File: config.mk
export PLATFORM = sky130hd
export DESIGN_NAME = string_to_integer_parser
export DESIGN_NICKNAME = d
export VERILOG_FILES = /design/src/design/stip_pkg.sv /design/src/design/stip_ctrl.sv /design/src/design/stip_dp.sv /design/src/design/string_to_integer_parser.sv
export SDC_FILE = /design/constraint.sdc
export NUM_CORES = 2
export LEC_CHECK = 0
export BUFFER_PORTS_ARGS = -buffer_cell sky130_fd_sc_hd__buf_2
export CAP_MARGIN = 30
export CORE_AREA = 2 2 256 258
export DETAILED_ROUTE_END_ITERATION = 16
export DIE_AREA = 0 0 258 260
export SLEW_MARGIN = 20
export SYNTH_ARGS = -nofsm -noshare
export SYNTH_HDL_FRONTEND = slang
export SYNTH_SLANG_ARGS = --single-unit
File: constraint.sdc
create_clock -name clk -period 21.7 [get_ports clk]
set_input_delay 1.085 -clock clk [delete_from_list [all_inputs] [get_ports clk]]
set_output_delay 1.085 -clock clk [all_outputs]
set_load 0.1 [all_outputs]
File: src/design/stip_pkg.sv
package stip_pkg;

  localparam int STRING_LENGTH_MAX = 4095;
  localparam int POS_W = $clog2(STRING_LENGTH_MAX + 1);

  localparam int VALUE_W = 64;
  localparam int BASE_W = 6;
  localparam int DIGIT_W = 6;
  localparam int SUM_W = VALUE_W + BASE_W + 1;

  localparam logic [BASE_W-1:0] BASE_AUTO = BASE_W'(0);
  localparam logic [BASE_W-1:0] BASE_MAX = BASE_W'(36);
  localparam logic [DIGIT_W-1:0] DIGIT_NONE = DIGIT_W'(36);

  localparam logic [7:0] CH_PLUS = 8'h2B;
  localparam logic [7:0] CH_MINUS = 8'h2D;
  localparam logic [7:0] CH_ZERO = 8'h30;
  localparam logic [7:0] CH_LOWER_X = 8'h78;
  localparam logic [7:0] CH_UPPER_X = 8'h58;
  localparam logic [7:0] CH_SPACE = 8'h20;
  localparam logic [7:0] CH_TAB = 8'h09;
  localparam logic [7:0] CH_CR = 8'h0D;

  localparam logic [1:0] STATUS_OK = 2'd0;
  localparam logic [1:0] STATUS_RANGE = 2'd1;
  localparam logic [1:0] STATUS_INVALID = 2'd2;

  localparam logic [VALUE_W-1:0] VALUE_MAX = {1'b0, {(VALUE_W-1){1'b1}}};
  localparam logic [VALUE_W-1:0] VALUE_MIN = {1'b1, {(VALUE_W-1){1'b0}}};

  typedef enum logic [2:0] {
    PH_SPACE,
    PH_SIGN,
    PH_ZERO,
    PH_XSEEN,
    PH_DIGITS,
    PH_DONE
  } phase_t;

  typedef enum logic [1:0] {
    OVF_NONE,
    OVF_MAX,
    OVF_MIN
  } ovf_t;

  typedef enum logic [1:0] {
    BSEL_KEEP,
    BSEL_8,
    BSEL_10,
    BSEL_16
  } base_sel_t;

  typedef struct packed {
    logic      take;
    logic      finish;
    logic      set_neg;
    logic      mark_zero;
    logic      take_digit;
    base_sel_t base_sel;
  } dp_cmd_t;

  typedef struct packed {
    logic base_bad;
    logic is_space;
    logic is_sign;
    logic is_zero;
    logic is_x;
    logic auto_base;
    logic hex_base;
    logic d_lt_eff;
    logic d_lt_8;
    logic d_lt_10;
    logic d_lt_16;
  } dp_status_t;

  function automatic logic [DIGIT_W-1:0] digit_value(input logic [7:0] c);
    logic [DIGIT_W-1:0] d;
    d = DIGIT_NONE;
    if (c >= 8'h30 && c <= 8'h39) begin
      d = DIGIT_W'(c - 8'h30);
    end else if (c >= 8'h61 && c <= 8'h7A) begin
      d = DIGIT_W'(c - 8'h61 + 8'd10);
    end else if (c >= 8'h41 && c <= 8'h5A) begin
      d = DIGIT_W'(c - 8'h41 + 8'd10);
    end
    return d;
  endfunction

endpackage

File: src/design/stip_ctrl.sv
module stip_ctrl
  import stip_pkg::*;
(
  input  logic       clk,
  input  logic       rst,
  input  logic       in_valid,
  output logic       in_ready,
  input  logic       last,
  output logic       out_valid,
  input  logic       out_ready,
  input  dp_status_t st,
  output dp_cmd_t    cmd
);

  phase_t phase;
  phase_t phase_next;
  logic   accept;
  logic   after_sign;
  logic   dig;
  logic   dig_ok;

  assign in_ready = !out_valid || out_ready;
  assign accept = in_valid && in_ready;

  always_ff @(posedge clk) begin
    if (rst) begin
      phase <= PH_SPACE;
      out_valid <= 1'b0;
    end else begin
      phase <= phase_next;
      if (cmd.finish) begin
        out_valid <= 1'b1;
      end else if (out_ready) begin
        out_valid <= 1'b0;
      end
    end
  end

  always_comb begin
    phase_next = phase;
    cmd = '0;
    cmd.take = accept;
    cmd.base_sel = BSEL_KEEP;
    after_sign = 1'b0;
    dig = 1'b0;
    dig_ok = 1'b0;
    if (accept) begin
      if (st.base_bad) begin
        phase_next = PH_DONE;
      end else begin
        unique case (phase)
          PH_SPACE: begin
            if (st.is_sign) begin
              cmd.set_neg = 1'b1;
              phase_next = PH_SIGN;
            end else if (!st.is_space) begin
              after_sign = 1'b1;
            end
          end
          PH_SIGN: begin
            after_sign = 1'b1;
          end
          PH_ZERO: begin
            if (st.is_x) begin
              phase_next = PH_XSEEN;
            end else begin
              if (st.auto_base) begin
                cmd.base_sel = BSEL_8;
              end
              dig = 1'b1;
              dig_ok = st.auto_base ? st.d_lt_8 : st.d_lt_eff;
            end
          end
          PH_XSEEN: begin
            if (st.d_lt_16) begin
              cmd.base_sel = BSEL_16;
              dig = 1'b1;
              dig_ok = 1'b1;
            end else begin
              phase_next = PH_DONE;
            end
          end
          PH_DIGITS: begin
            dig = 1'b1;
            dig_ok = st.d_lt_eff;
          end
          default: begin
            phase_next = PH_DONE;
          end
        endcase
        if (after_sign) begin
          if ((st.auto_base || st.hex_base) && st.is_zero) begin
            cmd.mark_zero = 1'b1;
            phase_next = PH_ZERO;
          end else begin
            if (st.auto_base) begin
              cmd.base_sel = BSEL_10;
            end
            dig = 1'b1;
            dig_ok = st.auto_base ? st.d_lt_10 : st.d_lt_eff;
          end
        end
        if (dig) begin
          if (dig_ok) begin
            cmd.take_digit = 1'b1;
            phase_next = PH_DIGITS;
          end else begin
            phase_next = PH_DONE;
          end
        end
      end
      if (last) begin
        cmd.finish = 1'b1;
        phase_next = PH_SPACE;
      end
    end
  end

endmodule

File: src/design/stip_dp.sv
module stip_dp
  import stip_pkg::*;
(
  input  logic                      clk,
  input  logic                      rst,
  input  logic [BASE_W-1:0]         base_select,
  input  logic [7:0]                ch,
  input  dp_cmd_t                   cmd,
  output dp_status_t                st,
  output logic signed [VALUE_W-1:0] value,
  output logic [1:0]                status,
  output logic [11:0]               end_offset
);

  logic [BASE_W-1:0]  base_in_use;
  logic               negative;
  logic [VALUE_W-1:0] accumulator;
  ovf_t               overflow_kind;
  logic [POS_W-1:0]   position;
  logic [POS_W-1:0]   end_position;
  logic               saw_digit;

  logic [BASE_W-1:0]  eff_base;
  logic [BASE_W-1:0]  base_next;
  logic [DIGIT_W-1:0] digit;
  logic               first;
  logic [POS_W-1:0]   position_next;
  logic [SUM_W-1:0]   sum;
  logic [SUM_W-1:0]   limit;
  logic               over;
  logic               negative_next;
  logic [VALUE_W-1:0] accumulator_next;
  ovf_t               overflow_kind_next;
  logic [POS_W-1:0]   end_position_next;
  logic               saw_digit_next;

  logic [VALUE_W-1:0] res_acc;
  logic               res_neg;
  ovf_t               res_ovf;
  logic               res_saw;
  logic [POS_W-1:0]   res_end;

  assign first = (position == '0);
  assign eff_base = first ? base_select : base_in_use;
  assign digit = digit_value(ch);
  assign position_next = (position < POS_W'(STRING_LENGTH_MAX)) ? position + POS_W'(1) : position;

  always_comb begin
    st.base_bad = first && (base_select == BASE_W'(1) || base_select > BASE_MAX);
    st.is_space = (ch == CH_SPACE) || (ch >= CH_TAB && ch <= CH_CR);
    st.is_sign = (ch == CH_PLUS) || (ch == CH_MINUS);
    st.is_zero = (ch == CH_ZERO);
    st.is_x = (ch == CH_LOWER_X) || (ch == CH_UPPER_X);
    st.auto_base = (eff_base == BASE_AUTO);
    st.hex_base = (eff_base == BASE_W'(16));
    st.d_lt_eff = (BASE_W'(digit) < eff_base);
    st.d_lt_8 = (digit < DIGIT_W'(8));
    st.d_lt_10 = (digit < DIGIT_W'(10));
    st.d_lt_16 = (digit < DIGIT_W'(16));
  end

  always_comb begin
    unique case (cmd.base_sel)
      BSEL_8:  base_next = BASE_W'(8);
      BSEL_10: base_next = BASE_W'(10);
      BSEL_16: base_next = BASE_W'(16);
      default: base_next = eff_base;
    endcase
  end

  assign sum = SUM_W'(accumulator) * SUM_W'(base_next) + SUM_W'(digit);
  assign limit = negative ? SUM_W'(VALUE_MIN) : SUM_W'(VALUE_MAX);
  assign over = (sum > limit);

  always_comb begin
    negative_next = negative;
    accumulator_next = accumulator;
    overflow_kind_next = overflow_kind;
    end_position_next = end_position;
    saw_digit_next = saw_digit;
    if (cmd.set_neg) begin
      negative_next = (ch == CH_MINUS);
    end
    if (cmd.mark_zero || cmd.take_digit) begin
      saw_digit_next = 1'b1;
      end_position_next = position_next;
    end
    if (cmd.take_digit && overflow_kind == OVF_NONE) begin
      if (over) begin
        overflow_kind_next = negative ? OVF_MIN : OVF_MAX;
      end else begin
        accumulator_next = sum[VALUE_W-1:0];
      end
    end
  end

  always_ff @(posedge clk) begin
    if (rst) begin
      base_in_use <= BASE_AUTO;
      negative <= 1'b0;
      accumulator <= '0;
      overflow_kind <= OVF_NONE;
      position <= '0;
      end_position <= '0;
      saw_digit <= 1'b0;
    end else if (cmd.take) begin
      if (cmd.finish) begin
        base_in_use <= BASE_AUTO;
        negative <= 1'b0;
        accumulator <= '0;
        overflow_kind <= OVF_NONE;
        position <= '0;
        end_position <= '0;
        saw_digit <= 1'b0;
      end else begin
        base_in_use <= base_next;
        negative <= negative_next;
        accumulator <= accumulator_next;
        overflow_kind <= overflow_kind_next;
        position <= position_next;
        end_position <= end_position_next;
        saw_digit <= saw_digit_next;
      end
    end
  end

  // hold the finished item until taken
  always_ff @(posedge clk) begin
    if (cmd.finish) begin
      res_acc <= accumulator_next;
      res_neg <= negative_next;
      res_ovf <= overflow_kind_next;
      res_saw <= saw_digit_next;
      res_end <= end_position_next;
    end
  end

  always_comb begin
    if (!res_saw) begin
      value = '0;
      status = STATUS_INVALID;
      end_offset = '0;
    end else begin
      end_offset = 12'(res_end);
      unique case (res_ovf)
        OVF_MAX: begin
          value = VALUE_MAX;
          status = STATUS_RANGE;
        end
        OVF_MIN: begin
          value = VALUE_MIN;
          status = STATUS_RANGE;
        end
        default: begin
          value = res_neg ? -res_acc : res_acc;
          status = STATUS_OK;
        end
      endcase
    end
  end

endmodule

File: src/design/string_to_integer_parser.sv
// Parses a string into a signed 64-bit integer, strtol style. Each input item carries one
// character; the item with last set closes the string and yields one result (value,
// status, end_offset), all other items yield none. Leading whitespace and one sign are
// taken, base_select (APB, address 0) picks base 2..36 or 0 for automatic prefix detection
// (0x/0X hex, leading 0 octal, else decimal); it is sampled at the first character of each
// string. Overflow saturates with status 1; no digits or a bad base give status 2. One item
// is accepted per cycle; the multiply-add and limit compare of the accumulator are
// combinational. The result is valid the cycle after the last character is taken and
// waits in an output register; input stalls while it waits, until the cycle it is taken.
module string_to_integer_parser
  import stip_pkg::*;
(
  input  logic                      clk,
  input  logic                      rst,
  input  logic                      psel,
  input  logic                      penable,
  input  logic                      pwrite,
  input  logic [2:0]                paddr,
  input  logic [31:0]               pwdata,
  output logic [31:0]               prdata,
  output logic                      pready,
  input  logic                      in_valid,
  output logic                      in_ready,
  input  logic [7:0]                ch,
  input  logic                      last,
  output logic                      out_valid,
  input  logic                      out_ready,
  output logic signed [VALUE_W-1:0] value,
  output logic [1:0]                status,
  output logic [11:0]               end_offset
);

  logic [BASE_W-1:0] base_select;
  dp_cmd_t           cmd;
  dp_status_t        st;

  assign pready = 1'b1;
  assign prdata = (paddr[2] == 1'b0) ? 32'(base_select) : '0;

  always_ff @(posedge clk) begin
    if (rst) begin
      base_select <= BASE_AUTO;
    end else if (psel && penable && pwrite && pready && paddr[2] == 1'b0) begin
      base_select <= pwdata[BASE_W-1:0];
    end
  end

  stip_ctrl u_ctrl (
    .clk       (clk),
    .rst       (rst),
    .in_valid  (in_valid),
    .in_ready  (in_ready),
    .last      (last),
    .out_valid (out_valid),
    .out_ready (out_ready),
    .st        (st),
    .cmd       (cmd)
  );

  stip_dp u_dp (
    .clk         (clk),
    .rst         (rst),
    .base_select (base_select),
    .ch          (ch),
    .cmd         (cmd),
    .st          (st),
    .value       (value),
    .status      (status),
    .end_offset  (end_offset)
  );

endmodule
* Word level (Yosys, flattened, before mapping) *
Index checks and enable logic that the tools add are counted.

word-level totals
  register bits = 188
  input bits = 51
  output and inout port bits = 113
  word-level logic and storage cells = 160

operators by class
  add/sub/neg operators = 8
  multiply operators = 1
  magnitude comparators = 15
  equality and inequality tests = 17
  mux-type cells = 77
  bitwise logic cells = 1
  reduce and logical (&&, ||, !) cells = 26

operators with widths
  kind                   count
  $mux 64                6
  $pmux 64 s2            1
  $add 70x6->71          1
  $gt 71x71->1           1
  $mul 64x6->70          1
  $neg 64->64            1
  $mux 12                5
  $mux 6                 7
  $mux 1                 33
  $eq 8x6->1 const B     4
  $mux 3                 8
  $mux 2                 10
  $pmux 6 s3             1
  $eq 8x7->1 const B     2
  $ge 8x7->1 const B     2
  $le 8x7->1 const B     2
  $add 12x1->12 const B  1
  $add 6x4->6 const B    2
  $logic_not 12->1       1
  $lt 12x12->1 const B   1
  $lt 6x4->1 const B     2
  $pmux 3 s4             1
  $sub 6x6->6 const B    2
  $logic_and 1x1->1      11
  other kinds (27)       39

* Longest topological paths before layout *
  depth after elaboration = 25
  mapped depth = 50
  mapped depth without buffers = 45

* By module *
Synthesis repeated with hierarchy kept, for this count alone.

unflattened totals
  cell total of the unflattened synthesis = 3148
  area total of the unflattened synthesis = 26690.6 µm²

by module, submodules not included
  module                    times used  cells an instance  area an instance (µm²)  seq. area each (µm²)
  stip_dp                   1           3028               25698.4                 4364.2
  string_to_integer_parser  1           62                 543.0                   120.1
  stip_ctrl                 1           58                 449.2                   80.1

* Worst setup path before layout *
No wires, ideal clock.

  path kind = in2reg
  start point = in ch[1]
  end point = reg u_dp.res_acc[10], data pin
  library setup time = 0.260 ns
  data arrival time = 10.668 ns
  required time = 21.440 ns
  slack = 10.772 ns
  stages = 45
  path buffers = 4
  cell sequence = inv_1 -> ha_1 -> nor4b_1 -> nor3b_1 -> o211ai_1 -> a31oi_1 -> or3b_2 -> o21ai_0 -> and3_1 -> inv_1 -> ha_1 -> clkbuf_1 -> a21oi_1 -> clkbuf_1 -> clkbuf_1 -> nand2_1 -> fa_1 -> fa_1 -> (+9 left out) -> a311oi_1 -> a211oi_1 -> nand2b_1 -> nand2b_1 -> a21oi_1 -> xnor2_1 -> ha_1 -> a21o_1 -> a21oi_1 -> o21a_1 -> o31ai_1 -> a211oi_1 -> a211oi_1 -> a211oi_1 -> nand4bb_1 -> nor4_4 -> buf_2 -> mux2_2

on the way
  cells in the longest elaborated chain, start to end = 20
  elaborated cells between the ends (all ways) = 74
  classes of those cells = 6 x add/sub; 1 x mul; 13 x order compare; 9 x eq/ne; 36 x mux; 9 x reduce/logical

RTL lines
  item                                              RTL line                        source
  start, declared                                   string_to_integer_parser.sv:24  input logic [7:0] ch,
  $sub 6x1->6, or another cell as far along         stip_pkg.sv:84                  d = DIGIT_W'(c - 8'h41 + 8'd10);
  $add 6x4->6 or $logic_and 1x1->1 (tied branches)  stip_pkg.sv:84, stip_pkg.sv:83
  $mux 6                                            stip_pkg.sv:83                  end else if (c >= 8'h41 && c <= 8'h5A) begin
  $mux 6                                            stip_pkg.sv:81                  end else if (c >= 8'h61 && c <= 8'h7A) begin
  $mux 6                                            stip_pkg.sv:79                  if (c >= 8'h30 && c <= 8'h39) begin
  $lt 6x5->1                                        stip_dp.sv:59                   st.d_lt_16 = (digit < DIGIT_W'(16));
  $mux 2                                            stip_ctrl.sv:75                 if (st.d_lt_16) begin
  $pmux 2 s2                                        stip_ctrl.sv:51                 unique case (phase)
  (+5 left out)                                     n/a
  $eq 2x2->1 or $eq 2x1->1 (tied branches)          stip_dp.sv:63                   unique case (cmd.base_sel)
  $pmux 6 s3                                        stip_dp.sv:63
  $mul 64x6->70                                     stip_dp.sv:71                   assign sum = SUM_W'(accumulator) * SUM_W'(base_next) + SUM_W'(digit);
  $add 70x6->71                                     stip_dp.sv:71
  $gt 71x71->1                                      stip_dp.sv:73                   assign over = (sum > limit);
  $mux 64                                           stip_dp.sv:89                   if (over) begin
  $mux 64 (*)                                       stip_dp.sv:88                   if (cmd.take_digit && overflow_kind == OVF_NONE) begin
  named net u_dp.accumulator_next[10]               stip_dp.sv:32                   logic [VALUE_W-1:0] accumulator_next;
  end signal, assigned                              stip_dp.sv:130                  res_acc <= accumulator_next;
  end, declared                                     stip_dp.sv:37                   logic [VALUE_W-1:0] res_acc;

Mark *: on every way through the listed nets, which the timed path passes. The rest lies on a longest branch. The select of a mux whose other input is x is not followed.
A chain may end at the register's enable or synchronous reset.

* Worst setup path after layout *
  start point = in ch[1]
  end point = reg u_dp.res_acc[46], data pin

Same word-level chain as after synthesis.

==> impl_metrics.csv <==
group,metric,value,unit
cts,cts.path.max_buffers,2,
pwr,clkPwrFrac,37.9,%
cts,clkLatencyLatePin,500,ps
pwr,p_switching,367.0,uW
pwr,seqPwrFrac,40.6,%
synth,yosysWarningCount,0,
timing,worstMarginPinSlew,980.8,ps
final_layout,area_growth,6.955,%
job,cap_violations,0,
cts,clk_pin_slew,90,ps
synth,synthTopCellsByCount,"nand2_1, a21oi_1, and2_1",
pwr,p_leak,12.90,nW
grt,grt_start_max_net_pins,68,
grt,overflow,0,
final_layout,postLayoutCellArea,27320,sq um
route,drtIter0Drc,1542,
floorplanning,io_pins,164,
cts,htreeDepth,4,
synth,synthCells,2956,
worst_setup_path,crit_fanout,66,
synth,avgSynthCellArea,8.642,sq um
final_layout,fin_util,42.62,%
timing,max_freq,76.19,MHz
timing,min_period_over_period,60.49,%
cts,tritoncts,"yes",
pwr,pwr-share-comb,21.5,%
cts,cts_root_buffer,"clkbuf_16",
place,dp_hpwl,54960,um
worst_setup_path,crit_top_cell,"ha_1",
timing,setup_ws,8574,ps
timing,setup_viol_count_final,0,
grt,grt_first_pass_wirelength,115400,um
timing,tns,0,ps
floorplanning,die_x,258,um
place,placed_cells,3770,
timing,finClkSkew,19.52,ps
timing,slew_violations,0,
timing,slew_headroom,34.37,%
status,status,"complete, no violations",
worst_setup_path,cpPeakStageDelay,680,ps
synth,yosysSeqAreaShare,17.87,%
cts,cts_resized,0,
synth,ys_seq_elements,188,
worst_setup_path,cp_num_buf_inv,7,
timing,hold_slack,480.7,ps
floorplanning,core_area,64120,sq um
worst_setup_path,cp_top_family,"compound AO/OA/AOI/OAI gates",
pwr,power_density,34.54,nW/um^2
route,vias,21320,
worst_setup_path,critPathArrivalTime,13380,ps
synth,yosys-top-cells-area,"fa_1, ha_1, edfxtp_1",
cts,clock-sinks,188,
route,drtPass1Iterations,7,
floorplanning,rows,93,
route,viasPerCell,5.606,
place,io_buffers,108,
floorplanning,die_height,260,um
place,preCtsSetupSlack,8228,ps
synth,netlist_area,25550,sq um
grt,grt_pass1_vias,20940,
grt,antenna_found_initial,0,
worst_setup_path,start_kind,"primary input",
synth,synth_top_area_share,19.75,%
synth,async_reset_ff_share,0,%
cts,holdBufCountCts,0,
final_layout,fin_cells,3804,
final_layout,layout.nets,3473,
synth,yosysMostFrequentCell,"nand2_1",
timing,grt_setup_unrepaired,"no",
route,drc_errors,0,
pwr,intPower,576.7,uW
final_layout,drive_gt1_share,9.399,%
cts,cts_made_buffers,17,
synth,synth_cell_types,84,
worst_setup_path,crit_type,"in -> reg",
floorplanning,start_util,39.85,%
route,ant_nets,0,
floorplanning,die-area,67080,sq um
synth,yosys.area.top_type,"fa_1",
pwr,power.total,943.7,uW
worst_setup_path,worst_path_max_delay_cell,"a21oi_4",
place,dpl-instance-area,26660,sq um
timing,period_needed,13130,ps
place,gp_congestion,0.8820,
synth,ys.flop_type,"dfxtp_1",
route,wirelength,70790,um
hold_path,hp-class,"reg -> reg",
pwr,swShare,38.89,%
synth,synth_edf_count,80,
timing,hold_violations,0,
worst_setup_path,cp_data_required_time,21950,ps
grt,gr-usage-all-layers,21.38,%
route,wl_per_cell,18.61,um
pwr,ir_worst_vdd,61.55,uV
cts,post-cts-setup-buffers,0,
worst_setup_path,worstSetupEndpointType,"flop",
[layout by cell type (no fill, tap or decap), types with 28 or more instances in the layout]
cell type,n
dfxtp_1,107
o21ai_0,160
nand4_1,44
nor2_1,108
xnor2_1,49
a21oi_1,277
nand2_1,293
xor2_1,87
mux2_2,75
fa_1,252
a21o_1,33
nand3_1,106
inv_1,199
edfxtp_1,80
and2_1,261
ha_1,235
o31ai_1,28
buf_2,107
[final timing paths]
path | startpoint | endpoint | slack (ps) | cells after the start
setup / recovery | ch[1] | u_dp.res_acc[46] | 8570 | 44
setup reg to reg | u_dp.position[0] | u_dp.res_acc[46] | 9330 | 41
hold reg to reg | u_dp.end_position[3] | u_dp.end_position[3] | 480 | 1
hold / removal | u_dp.end_position[3] | u_dp.end_position[3] | 480 | 1
[cell families (layout without fill, tap and decap cells)]
logic type | count (synthesis) | after routing | share of synthesized area, %
other | 2 | 29 | 0.02940
and+or+nand+nor | 973 | 973 | 19.74
xor gates and xnor gates | 136 | 136 | 4.663
DFF | 188 | 188 | 17.87
buffers and inverters | 397 | 363 | 6.377
muxes | 93 | 93 | 4.026
AOI/OAI and AO/OA | 679 | 679 | 16.00
adders and majority gates | 488 | 488 | 31.31
[routing by layer]
layer,track usage [%],share of wire [%]
met4,4.753,1.6
met5,0,0
met3,2.359,4.5
met2,33.80,45
met1,31.34,49
[sequential cells by signal (all words and copies together), names as in the netlist]
signal	count
u_dp.res_saw	1
u_dp.res_acc	64
u_dp.res_ovf	2
u_dp.end_position	12
base_select	6
u_dp.saw_digit	1
u_dp.res_neg	1
u_dp.res_end	12
u_dp.overflow_kind	2
u_ctrl.phase	3
u_dp.position	12
u_ctrl.out_valid	1
u_dp.negative	1
u_dp.accumulator	64
u_dp.base_in_use	6
[cell type report]
type / count / area (sq um)
clock buffers: 17 / 425.4
repair buffers: 130 / 748.2
multi-input cells: 2396 / 19520
fillers: 6396 / 36790
clock inverters: 15 / 232.7
well taps: 855 / 1070
inverters: 201 / 755.7
flip-flops and latches: 188 / 4566
diodes: 2 / 5.005
[power groups by stage]
stage	Clock (mW)	Combinational, mW	Sequential [mW]
floorplan	0	0.160	0.389
global placement	0	0.200	0.391
detailed placement	0	0.203	0.391
CTS	0.368	0.203	0.383
global route	0.381	0.215	0.384
finish	0.358	0.203	0.383
Note: power is estimated with default switching activity, not from simulation.
